<file path="config.mk">
export PLATFORM = sky130hd
export DESIGN_NAME = two_frame_deinterlace_pixel
export DESIGN_NICKNAME = d
export VERILOG_FILES = /design/src/tfdi_pkg.sv /design/src/tfdi_diff_check.sv /design/src/two_frame_deinterlace_pixel.sv
export VERILOG_INCLUDE_DIRS = /design/src /design/src/src
export SDC_FILE = /design/constraint.sdc
export NUM_CORES = 1
export LEC_CHECK = 0
export ABC_AREA = 1
export BUFFER_PORTS_ARGS = -buffer_cell sky130_fd_sc_hd__clkbuf_2
export CAP_MARGIN = 15
export CORE_MARGIN = 3
export CORE_UTILIZATION = 64
export CTS_CLUSTER_SIZE = 40
export DETAILED_ROUTE_END_ITERATION = 8
export GPL_TIMING_DRIVEN = 1
export PLACE_DENSITY = 0.83
export SYNTH_ARGS = -nofsm -noshare
export SYNTH_HDL_FRONTEND = slang
export SYNTH_SLANG_ARGS = --single-unit
</file>
<file path="constraint.sdc">
create_clock -name clk_i -period 10.25 [get_ports clk_i]
set_input_delay 2.05 -clock clk_i [delete_from_list [all_inputs] [get_ports clk_i]]
set_output_delay 2.05 -clock clk_i [all_outputs]
set_load 0.005 [all_outputs]
</file>
<file path="src/two_frame_deinterlace_pixel_assert.svh">
// Assertion macros used by the deinterlacer top level.
`ifndef TWO_FRAME_DEINTERLACE_PIXEL_ASSERT_SVH
`define TWO_FRAME_DEINTERLACE_PIXEL_ASSERT_SVH

`ifndef SYNTHESIS
`define TFDI_ASSERT(label, prop, msg) \
  label: assert property (@(posedge clk_i) disable iff (!rst_ni) prop) else $error(msg);
`define TFDI_ASSERT_ALWAYS(label, prop, msg) \
  label: assert property (@(posedge clk_i) prop) else $error(msg);
`else
`define TFDI_ASSERT(label, prop, msg)
`define TFDI_ASSERT_ALWAYS(label, prop, msg)
`endif

`endif

</file>
<file path="src/tfdi_pkg.sv">
// Types and constants of the two-frame deinterlacer.
`timescale 1ns / 1ps

package tfdi_pkg;

  localparam int unsigned PixW  = 8;
  localparam int unsigned TolW  = 13;
  localparam int unsigned SqW   = 16;
  localparam int unsigned CfgIdxW = 2;

  localparam logic [TolW-1:0] SpatialTolReset  = 13'd600;
  localparam logic [TolW-1:0] TemporalTolReset = 13'd300;
  localparam logic            HalvedModeReset  = 1'b1;

  typedef enum logic [CfgIdxW-1:0] {
    CfgSpatialTol  = 2'd0,
    CfgTemporalTol = 2'd1,
    CfgHalvedMode  = 2'd2
  } cfg_idx_e;

  // Settings that every difference check uses.
  typedef struct packed {
    logic [TolW-1:0] tol;
    logic            halved;
  } diff_cfg_t;

endpackage

</file>
<file path="src/tfdi_diff_check.sv">
// Squared luma difference compared against a tolerance.
`timescale 1ns / 1ps

module tfdi_diff_check
  import tfdi_pkg::*;
(
  input  logic [PixW-1:0] a_i,
  input  logic [PixW-1:0] b_i,
  input  diff_cfg_t       cfg_i,
  output logic            diff_o
);

  logic signed [PixW:0] diff;
  logic signed [PixW:0] half;
  logic        [PixW:0] abs_full;
  logic        [PixW:0] abs_half;
  logic      [PixW-1:0] mag;
  logic       [SqW-1:0] sq;
  logic      [TolW-1:0] limit;

  always_comb begin
    diff     = $signed({1'b0, a_i}) - $signed({1'b0, b_i});
    half     = diff >>> 1;
    abs_full = diff[PixW] ? 9'(-diff) : 9'(diff);
    abs_half = half[PixW] ? 9'(-half) : 9'(half);
    // In halved mode the floored half difference is at most 128 in magnitude.
    mag      = cfg_i.halved ? abs_half[PixW-1:0] : abs_full[PixW-1:0];
    sq       = {{(SqW-PixW){1'b0}}, mag} * {{(SqW-PixW){1'b0}}, mag};
    limit    = cfg_i.halved ? {2'b00, cfg_i.tol[TolW-1:2]} : cfg_i.tol;
    diff_o   = sq > {{(SqW-TolW){1'b0}}, limit};
  end

endmodule

</file>
<file path="src/two_frame_deinterlace_pixel.sv">
// Top level of the two-frame motion-adaptive deinterlacer for one pixel slot.
//
// One transfer on the input channel carries the current top, bottom and middle
// pixels plus the previous frame's middle, top and bottom luma. One transfer on
// the output channel returns the chosen luma and chroma and a flag that tells
// whether the middle pixel was woven or the top/bottom average was used.
// An input register holds the item for the difference checks and the selection,
// whose result the result register takes. Throughput is one pixel per cycle while
// the receiver does not stall; the result register frees as it is read, so input
// and output can move together. When the receiver stalls, the result holds and
// the input register still takes one more item if it is empty, after which the
// input channel stalls too. The configuration port is always ready; tolerances
// and the halved mode take effect for each item in the input register after the
// write, also one held there by a stall. Writes to an unlisted index are dropped.
// Reset empties both registers and loads tolerances 600 and 300 with halved mode on.
`timescale 1ns / 1ps

module two_frame_deinterlace_pixel
  import tfdi_pkg::*;
(
  input  logic               clk_i,
  input  logic               rst_ni,
  input  logic               in_valid_i,
  output logic               in_stall_o,
  input  logic [PixW-1:0]    top_luma_i,
  input  logic [PixW-1:0]    top_chroma_i,
  input  logic [PixW-1:0]    bottom_luma_i,
  input  logic [PixW-1:0]    bottom_chroma_i,
  input  logic [PixW-1:0]    mid_luma_i,
  input  logic [PixW-1:0]    mid_chroma_i,
  input  logic [PixW-1:0]    prev_mid_luma_i,
  input  logic [PixW-1:0]    prev_top_luma_i,
  input  logic [PixW-1:0]    prev_bottom_luma_i,
  output logic               out_valid_o,
  input  logic               out_stall_i,
  output logic [PixW-1:0]    out_luma_o,
  output logic [PixW-1:0]    out_chroma_o,
  output logic               wove_o,
  input  logic               cfg_valid_i,
  output logic               cfg_ready_o,
  input  logic [CfgIdxW-1:0] cfg_index_i,
  input  logic [TolW-1:0]    cfg_data_i
);

`include "two_frame_deinterlace_pixel_assert.svh"

  logic [TolW-1:0] spatial_tol_q;
  logic [TolW-1:0] temporal_tol_q;
  logic            halved_mode_q;

  logic            s1_valid_q;
  logic [PixW-1:0] t_y_q, t_c_q, b_y_q, b_c_q, m_y_q, m_c_q, pm_y_q, pt_y_q, pb_y_q;

  logic            s2_load;
  logic            s1_load;

  diff_cfg_t       spatial_cfg;
  diff_cfg_t       temporal_cfg;
  logic            diff_top, diff_bot, new_mid, new_top, new_bot;
  logic            weave;
  logic [PixW:0]   avg_y, avg_c;
  logic [PixW-1:0] luma_d, chroma_d;

  assign cfg_ready_o = 1'b1;

  always_ff @(posedge clk_i or negedge rst_ni) begin
    if (!rst_ni) begin
      spatial_tol_q  <= SpatialTolReset;
      temporal_tol_q <= TemporalTolReset;
      halved_mode_q  <= HalvedModeReset;
    end else if (cfg_valid_i && cfg_ready_o) begin
      case (cfg_index_i)
        CfgSpatialTol:  spatial_tol_q  <= cfg_data_i;
        CfgTemporalTol: temporal_tol_q <= cfg_data_i;
        CfgHalvedMode:  halved_mode_q  <= cfg_data_i[0];
        default: ;
      endcase
    end
  end

  // The result register moves when it is empty or being read; the input
  // register moves when it is empty or its item moves on.
  assign s2_load    = !out_valid_o || !out_stall_i;
  assign s1_load    = !s1_valid_q || s2_load;
  assign in_stall_o = !s1_load;

  always_ff @(posedge clk_i or negedge rst_ni) begin
    if (!rst_ni) begin
      s1_valid_q <= 1'b0;
    end else if (s1_load) begin
      s1_valid_q <= in_valid_i;
    end
  end

  always_ff @(posedge clk_i) begin
    if (s1_load && in_valid_i) begin
      t_y_q  <= top_luma_i;
      t_c_q  <= top_chroma_i;
      b_y_q  <= bottom_luma_i;
      b_c_q  <= bottom_chroma_i;
      m_y_q  <= mid_luma_i;
      m_c_q  <= mid_chroma_i;
      pm_y_q <= prev_mid_luma_i;
      pt_y_q <= prev_top_luma_i;
      pb_y_q <= prev_bottom_luma_i;
    end
  end

  assign spatial_cfg  = '{tol: spatial_tol_q,  halved: halved_mode_q};
  assign temporal_cfg = '{tol: temporal_tol_q, halved: halved_mode_q};

  tfdi_diff_check u_diff_top (.a_i(t_y_q), .b_i(m_y_q),  .cfg_i(spatial_cfg),  .diff_o(diff_top));
  tfdi_diff_check u_diff_bot (.a_i(b_y_q), .b_i(m_y_q),  .cfg_i(spatial_cfg),  .diff_o(diff_bot));
  tfdi_diff_check u_new_mid  (.a_i(m_y_q), .b_i(pm_y_q), .cfg_i(temporal_cfg), .diff_o(new_mid));
  tfdi_diff_check u_new_top  (.a_i(t_y_q), .b_i(pt_y_q), .cfg_i(temporal_cfg), .diff_o(new_top));
  tfdi_diff_check u_new_bot  (.a_i(b_y_q), .b_i(pb_y_q), .cfg_i(temporal_cfg), .diff_o(new_bot));

  always_comb begin
    weave    = !(diff_top && diff_bot) || !(new_mid || new_top || new_bot);
    avg_y    = ({1'b0, t_y_q} + {1'b0, b_y_q} + 9'd1) >> 1;
    avg_c    = ({1'b0, t_c_q} + {1'b0, b_c_q} + 9'd1) >> 1;
    luma_d   = weave ? m_y_q : avg_y[PixW-1:0];
    chroma_d = weave ? m_c_q : avg_c[PixW-1:0];
  end

  always_ff @(posedge clk_i or negedge rst_ni) begin
    if (!rst_ni) begin
      out_valid_o <= 1'b0;
    end else if (s2_load) begin
      out_valid_o <= s1_valid_q;
    end
  end

  always_ff @(posedge clk_i) begin
    if (s2_load && s1_valid_q) begin
      out_luma_o   <= luma_d;
      out_chroma_o <= chroma_d;
      wove_o       <= weave;
    end
  end

  `TFDI_ASSERT(a_stall_needs_item, in_stall_o |-> s1_valid_q, "input stalled while empty")
  `TFDI_ASSERT(a_no_stall_free_out, !out_stall_i |-> !in_stall_o, "input stalled with free output")
  `TFDI_ASSERT(a_item_reaches_out, (s1_valid_q && s2_load) |=> out_valid_o, "item lost on its way out")
  `TFDI_ASSERT(a_halved_write, (cfg_valid_i && cfg_index_i == CfgHalvedMode) |=> halved_mode_q == $past(cfg_data_i[0]), "halved mode write lost")
  `TFDI_ASSERT_ALWAYS(a_reset_empty, !rst_ni |-> (!s1_valid_q && !out_valid_o), "pipeline not empty in reset")

endmodule
</file>
==> results of run 1 <==
## worst max-delay path, delay by kind of cell (launching register included)
kind | cells | cell delay, ns
AO/OA/AOI/OAI | 11 | 2.49
flip-flops | 1 | 0.45
buffers and inverters | 6 | 0.68
adder cells (fa/ha/maj) | 7 | 2.78
XOR/XNOR | 2 | 0.30
AND/OR/NAND/NOR | 12 | 1.56
## metrics by stage
stage | hold slack, ns | instances | setup WS, ns
after floorplan | 0.433 | 2364 | 2.92
after global placement | 0.436 | 2823 | 2.10
after detailed placement | 0.446 | 2823 | 1.97
after CTS | 0.459 | 2855 | 1.92
after global routing | 0.491 | 2855 | 0.983
final | 0.459 | 2855 | 1.83
## per-layer routing
layer | up-vias | wire, microns | global-route usage
li1 | 7834 | - | -
met1 | 7421 | 18300 | 0.367
met2 | 517 | 21000 | 0.509
met3 | 106 | 2360 | 0.0301
met4 | 0 | 1500 | 0.109
met5 | - | 0 | 0
## cells in the mapped netlist (7+ instances only)
library cell	count	area, sq um
sky130_fd_sc_hd__inv_1	481	1810
sky130_fd_sc_hd__nand2_1	455	1710
sky130_fd_sc_hd__ha_1	274	3430
sky130_fd_sc_hd__nor2_1	203	762
sky130_fd_sc_hd__a21oi_1	145	726
sky130_fd_sc_hd__fa_1	130	2600
sky130_fd_sc_hd__nand3_1	122	611
sky130_fd_sc_hd__o21ai_0	100	500
sky130_fd_sc_hd__edfxtp_1	89	2670
sky130_fd_sc_hd__xor2_1	65	569
sky130_fd_sc_hd__nand4_1	35	219
sky130_fd_sc_hd__xnor2_1	34	298
sky130_fd_sc_hd__nand2_2	21	131
sky130_fd_sc_hd__dfrtp_1	20	500
sky130_fd_sc_hd__nor3_1	15	75.1
sky130_fd_sc_hd__o211ai_1	14	105
sky130_fd_sc_hd__a21o_1	11	82.6
sky130_fd_sc_hd__clkbuf_1	10	37.5
sky130_fd_sc_hd__nand3b_1	10	75.1
sky130_fd_sc_hd__dfstp_2	9	236
sky130_fd_sc_hd__or2_2	9	56.3
sky130_fd_sc_hd__buf_2	8	40.0
sky130_fd_sc_hd__o21bai_1	8	60.1
sky130_fd_sc_hd__a31oi_1	7	43.8
sky130_fd_sc_hd__nor2_2	7	43.8
## logic make-up after synthesis
kind of cell | synth area share
simple gates | 0.213
fa+ha+maj | 0.333
flops | 0.188
xor+xnor | 0.0497
buf+inv | 0.109
compound gates | 0.104
other cells | 0.000207
mux | 0.00332
## worst min path at each step
| stage | start | end | slack (ns) |
|---|---|---|---|
| after floorplan | s1_valid_q | out_valid_o | 0.43 |
| after CTS | s1_valid_q | out_valid_o | 0.46 |
| after detailed placement | s1_valid_q | out_valid_o | 0.45 |
| after global placement | s1_valid_q | out_valid_o | 0.44 |
| after global routing | s1_valid_q | out_valid_o | 0.49 |
| final | s1_valid_q | out_valid_o | 0.46 |
## final cells by class
type	count	area [sq um]
clock buffers	17	425
clock inverters	15	166
fillers	2185	7800
inverters	487	1830
multi-input cells	1732	12700
flip-flops and latches	118	3410
well taps	372	465
repair buffers	114	581
==> impl_results.md, run 1 <==
* Largest registers: spatial_tol_q x13, temporal_tol_q x13
* Post-route standard cell area excluding fillers at between 0.015 and 0.02 sq mm
* Worst slew margin relative to its limit at 0.316
* Area of placed instances at 0.0190 sq mm
* RSZ-0062 raised after global routing: false
* Via count of the first global-routing pass at about 16000
* Total number of clock tree sinks at roughly 120
* Total global routing overflow at 0
* Number of buffers inserted to repair setup after CTS at 0
* Core region area at roughly 0.027 sq mm
* Number of nets in the layout at slightly below 3000
* Critical Path End: out_luma_o[5]
* Element type at the critical path end: flip-flop
* Die footprint at 0.0303 sq mm
* Wire length of the first global-routing pass at approximately 73000 microns
* Layout cell share with drive strength beyond 1 at 0.0890
* Max capacitance violation total at 0
* Required time at the worst-slack endpoint at 10.54 ns
* Number of warnings issued by yosys at 0
* Wirelength, routed at 43100 microns
* Number of buffers added by the clock tree synthesis step at 17
* Slowest CP cell: sky130_fd_sc_hd__a32oi_1
* Setup slack, reg-to-reg at approximately 1.8 ns
* First drt pass iteration count at 6
* Worst hold path cell count at 2
* Floorplan die width at ~170 microns
* Ports placed on the boundary at about 110
* Cell seen most often among critical-path stages: sky130_fd_sc_hd__inv_1
* Count of antenna-violating nets left after detailed routing at 0
* Max Root-Sink Buffers at 2
* Element type at the critical path start: flip-flop
* Count of hold buffers inserted by post-cts repair at 0
* Outcome: complete, no violations
* Area grow syn2layout at 8.27%
* Final clock period utilization by the worst path at 0.822
* WS Path Type: reg -> reg
* EDFF count, synth at between 80 and 90
* Max Slew Vio Count at 0
* Min Clock Period, post-route at around 8.4 ns
* Setup TNS at 0 ns
* Average wire per cell in the routed design at between 15 and 20 microns
* Antenna violations before repair at 0
* Post-synth net total at about 2900
* Delay of the slowest cell on the worst path at ~0.76 ns
* Data arrival, critical path at a little under 9 ns
* Commonest non-fill, non-tap cells in the layout: sky130_fd_sc_hd__inv_1 (480), sky130_fd_sc_hd__nand2_1 (455), sky130_fd_sc_hd__ha_1 (274), sky130_fd_sc_hd__nor2_1 (203), sky130_fd_sc_hd__a21oi_1 (145)
* Utilization of the core after routing at 0.715
* Clk slew on worst S/H paths at ~0.06 ns
* Cell at the root of the clock tree: sky130_fd_sc_hd__clkbuf_16
* R2r endpoint: out_luma_o[5]
* Antenna diodes at 0
* DPL Wire Length at 34900 microns
* Largest net degree at the start of global routing at 73
* Number of flip-flops and latches in the synthesized netlist at roughly 120
* Syn Inst Count at 2364
* Critical-path maximum fanout at 17
* Number of hold-slack violations in the final timing report at 0
* GPL Wtd Cong at between 0.9 and 1
* DRC violation count after routing at 0
* Top FF cell, synth: sky130_fd_sc_hd__edfxtp_1
* Post-synthesis instance area at between 0.015 and 0.02 sq mm
* TritonCTS clock tree: done
* Startpoint of the worst register-to-register path: m_y_q[1]
* Setup clock skew after layout at 0.0145 ns
* Part of the Yosys area used for sequential elements at 0.188
* Peak Freq at 119 MHz
* GRT Util Overall at 0.289
* Initial core utilization at 0.661
* DR vias at about 16000
* Clock latency at the later pin of the worst-skew pair at roughly 0.43 ns
* Final setup violating endpoints at 0
* Crit path launch: m_y_q[1]
* Cell depth of the worst flop-to-flop path at 38
* Commonest non-fill, non-tap cell in the layout: sky130_fd_sc_hd__inv_1
* Port Buf Inserts at between 100 and 150
* Synth cell types at 57
* Least-Margin Pin Slew at 1.03 ns
* Mapped Avg Cell Area at around 7.7 sq um
* Number of DRC markers after the initial detailed-route iteration at 1137
* CTS-repair resized insts at 0
* Routed vias/inst at 5.56
* Site row count at 60
* Die boundary height at roughly 170 microns
* Share of async-settable or async-resettable flops after synthesis at 0.246
* CTS H-Tree Depth at 4
* Path type of the worst min-delay path: reg -> reg
Power of run 1 is not shown: default switching activity piles up to over one toggle a cycle in this logic, so the estimate is an artifact.
==> inputs of run 2 (changes only) <==
Settings changed: ABC_AREA 1 to 0.
Clock period 10.25 ns to 8.5 ns, I/O delays scaled along.
==> run 2 against run 1 <==
Critical endpoint is now out_chroma_o[0]. Largest cell class unchanged. The run now ends with negative setup slack left. Maximum frequency fell by 6.3%. Cell count fell by 6.8%. Sequential share of layout area fell by 2.0 points.
==> impl_results.md, run 2 <==
* Total number of clock tree sinks at 118 (unchanged)
* GPL Wtd Cong at 0.947 (+1.2%)
* Area leader, netlist: sky130_fd_sc_hd__ha_1
* Least-Margin Pin Slew at 1.03 ns (+0.000123 ns)
* Antenna violations before repair at 0 (unchanged)
* DPL Wire Length at 36900 microns (+5.7%)
* Syn Inst Count at 1969 (-17%)
* Die boundary height at 173 microns (-0.59%)
* GRT Util Overall at 0.328 (+0.0391)
* Count of hold buffers inserted by post-cts repair at 0 (unchanged)
* Worst hold endpoint: spatial_tol_q[0]
* Antenna diodes at 0 (unchanged)
* Number of DRC markers after the initial detailed-route iteration at 1513 (+33%)
* EDFF count, synth at 89 (unchanged)
* Die footprint at 0.0300 sq mm (-1.2%)
* Setup slack after layout at -0.488 ns (-2.32 ns)
* Top area cells in the synthesized netlist: sky130_fd_sc_hd__ha_1 (19%), sky130_fd_sc_hd__edfxtp_1 (15%), sky130_fd_sc_hd__fa_1 (15%)
* Area of placed instances at 0.0199 sq mm (+4.8%)
* Element type at the critical path start: flip-flop
* Worst slew margin relative to its limit at 0.313 (-0.00308)
* WS Path Type: reg -> reg
* Outcome: finished, violations left
* Number of nets in the layout at 2772 (-6.5%)
* Element type at the critical path end: flip-flop
* Final setup violating endpoints at 17 (+17)
* Ports placed on the boundary at 112 (unchanged)
* Largest registers: spatial_tol_q x13, temporal_tol_q x13
* Failing checks: negative setup slack
* DR vias at 16800 (+5.5%)
* Port Buf Inserts at 110 (unchanged)
* Slowest CP cell: sky130_fd_sc_hd__fa_1
* Number of flip-flops and latches in the synthesized netlist at 118 (unchanged)
* Mapped Avg Cell Area at 9.08 sq um (+19%)
* Setup clock skew after layout at 0.0153 ns (+0.000743 ns)
* Routed vias/inst at 6.30 (+13%)
* Peak Freq at 111 MHz (-6.3%)
* Largest net degree at the start of global routing at 51 (-30%)
* RSZ-0062 raised after global routing: true
* Worst hold path cell count at 1 (-1)
* Max Slew Vio Count at 0 (unchanged)
* Delay of the slowest cell on the worst path at 0.53 ns (-0.23 ns)
* DRC violation count after routing at 0 (unchanged)
* Core region area at 0.0272 sq mm (-0.82%)
* Post-synthesis instance area at 0.0179 sq mm (-1.2%)
* Number of hold-slack violations in the final timing report at 0 (unchanged)
* Area grow syn2layout at 24.0%
* Top FF cell, synth: sky130_fd_sc_hd__edfxtp_1
* Startpoint of the worst register-to-register path: b_y_q[0]
* Data arrival, critical path at 9.18 ns (+0.47 ns)
* Via count of the first global-routing pass at 16400 (+3.4%)
* Path type of the worst min-delay path: reg -> reg
* Wirelength, routed at 54700 microns (+27%)
* Cell depth of the worst flop-to-flop path at 41 (+7.9%)
* Required time at the worst-slack endpoint at 8.69 ns (-1.85 ns)
* Max capacitance violation total at 0 (unchanged)
* Average wire per cell in the routed design at 20.6 microns (+36%)
* Post-route standard cell area excluding fillers at 0.0222 sq mm (+13%)
* Synth top area share at 0.192 (+0.00232)
* Clock latency at the later pin of the worst-skew pair at 0.44 ns (about the same)
* Commonest non-fill, non-tap cell in the layout: sky130_fd_sc_hd__inv_1
* Share of async-settable or async-resettable flops after synthesis at 0.246 (unchanged)
* Synth cell types at 88 (+54%)
* Register area at 0.00341 sq mm (+0.11%)
* Count of antenna-violating nets left after detailed routing at 0 (unchanged)
* Commonest non-fill, non-tap cells in the layout: sky130_fd_sc_hd__inv_1 (280), sky130_fd_sc_hd__ha_1 (248), sky130_fd_sc_hd__buf_4 (197), sky130_fd_sc_hd__nor2_1 (166), sky130_fd_sc_hd__fa_1 (122)
* Most common cell in the netlist: sky130_fd_sc_hd__inv_1
* TritonCTS clock tree: done
* Wire length of the first global-routing pass at 81100 microns (+11%)
* Part of the Yosys area used for sequential elements at 0.191 (+0.00231)
* CTS H-Tree Depth at 4 (unchanged)
* Max Root-Sink Buffers at 2 (unchanged)
* Setup slack, reg-to-reg at -0.49 ns (-2.32 ns)
* Site row count at 60 (unchanged)
* Final clock period utilization by the worst path at 1.06 (+0.236)
* First drt pass iteration count at 6 (unchanged)
* Total global routing overflow at 0 (unchanged)
* Hold path start: spatial_tol_q[0]
* Clk slew on worst S/H paths at 0.07 ns (about the same)
* Initial core utilization at 0.658 (-0.00258)
* Post-synth net total at 2465 (-14%)
* Critical-path maximum fanout at 6 (-11)
* Cell at the root of the clock tree: sky130_fd_sc_hd__clkbuf_16
* Min Clock Period, post-route at 8.99 ns (+0.566 ns)
* Number of warnings issued by yosys at 0 (unchanged)
* R2r endpoint: out_chroma_o[0]
* Utilization of the core after routing at 0.816 (+0.100)
* Area used by multi-input combinational logic at 0.0143 sq mm (+12%)
* Layout cell share with drive strength beyond 1 at 0.284 (+0.195)
* Floorplan die width at 173 microns (-0.59%)
* Fill cell total of the finished layout at 1505 (-31%)
* Most frequent cells after synthesis: sky130_fd_sc_hd__inv_1 (305), sky130_fd_sc_hd__ha_1 (274), sky130_fd_sc_hd__nor2_1 (187)
* Number of buffers added by the clock tree synthesis step at 17 (unchanged)
run 2: cell count changes after synthesis, moves of 32 or more:
cell | before | now
sky130_fd_sc_hd__a21o_1 | 11 | 43
sky130_fd_sc_hd__nand2_1 | 455 | 75
sky130_fd_sc_hd__nand2b_1 | 0 | 36
sky130_fd_sc_hd__nand3_1 | 122 | 29
sky130_fd_sc_hd__xnor2_1 | 34 | 87
sky130_fd_sc_hd__inv_1 | 481 | 305
sky130_fd_sc_hd__a21oi_1 | 145 | 88
sky130_fd_sc_hd__mux2_2 | 0 | 37
run 2: cell families (layout without fill, tap and decap cells):
kind of cell	count (synthesis)	in the layout	synth area share
compound gates	387	387	0.144
xor+xnor	128	128	0.0627
fa+ha+maj	404	404	0.337
buf+inv	342	662	0.0727
flops	118	118	0.191
mux	79	79	0.0506
other cells	1	1	0.000210
simple gates	510	510	0.141
run 2: final cells by class:
class / count / area share
Tap cell: 372 / 0.0210
Sequential cell: 118 / 0.154
Inverter: 307 / 0.0521
Clock inverter: 15 / 0.00672
Timing Repair Buffer: 323 / 0.102
Multi-Input combinational cell: 1509 / 0.645
Clock buffer: 17 / 0.0192
run 2: metrics by stage:
stage	hold WS [ns]	cells	setup TNS, ns	setup WS [ns]
2_1_floorplan	0.443	1969	0	0.0319
3_3_place_gp	0.455	2561	-2.85	-0.238
3_5_place_dp	0.484	2561	-4.69	-0.348
6_report	0.519	2661	-6.98	-0.488
5_1_grt	0.539	2661	-10.52	-0.702
4_1_cts	0.517	2626	-0.0384	-0.0384
run 2: metal layers:
| metal | up-vias | global-route usage | share of wire |
|---|---|---|---|
| met3 | 227 | 0.0481 | 0.083 |
| met2 | 981 | 0.567 | 0.50 |
| met4 | 0 | 0.127 | 0.042 |
| li1 | 7438 | - | - |
| met1 | 8106 | 0.416 | 0.38 |
| met5 | - | 0 | 0 |
run 2: how the worst max path moves through the flow:
stage	from	end	slack, ns	cells past startpoint
4_1_cts	m_y_q[0]	out_chroma_o[0]	-0.04	39
3_5_place_dp	m_y_q[0]	out_chroma_o[0]	-0.35	40
5_1_grt	b_y_q[0]	out_chroma_o[0]	-0.70	43
6_report	b_y_q[0]	out_chroma_o[0]	-0.49	41
3_3_place_gp	m_y_q[0]	out_chroma_o[0]	-0.24	38
2_1_floorplan	t_y_q[0]	out_chroma_o[2]	0.03	36
run 2: critical path: cells and delay by family, from the launching register on:
kind	cells	cell delay, ns
compound gates	12	2.41
xor+xnor	1	0.13
fa+ha+maj	8	3.10
buf+inv	13	1.38
flops	1	0.40
mux	1	0.28
simple gates	6	1.01
run 2: what timing repair did:
item                       4_1_cts  5_1_grt
gates cloned                     1        0
pin swaps                       14      112
setup endpoints to repair       17       17
buffers inserted                32       35
resized for setup               95      173
Power of run 2 is left out for the same reason.
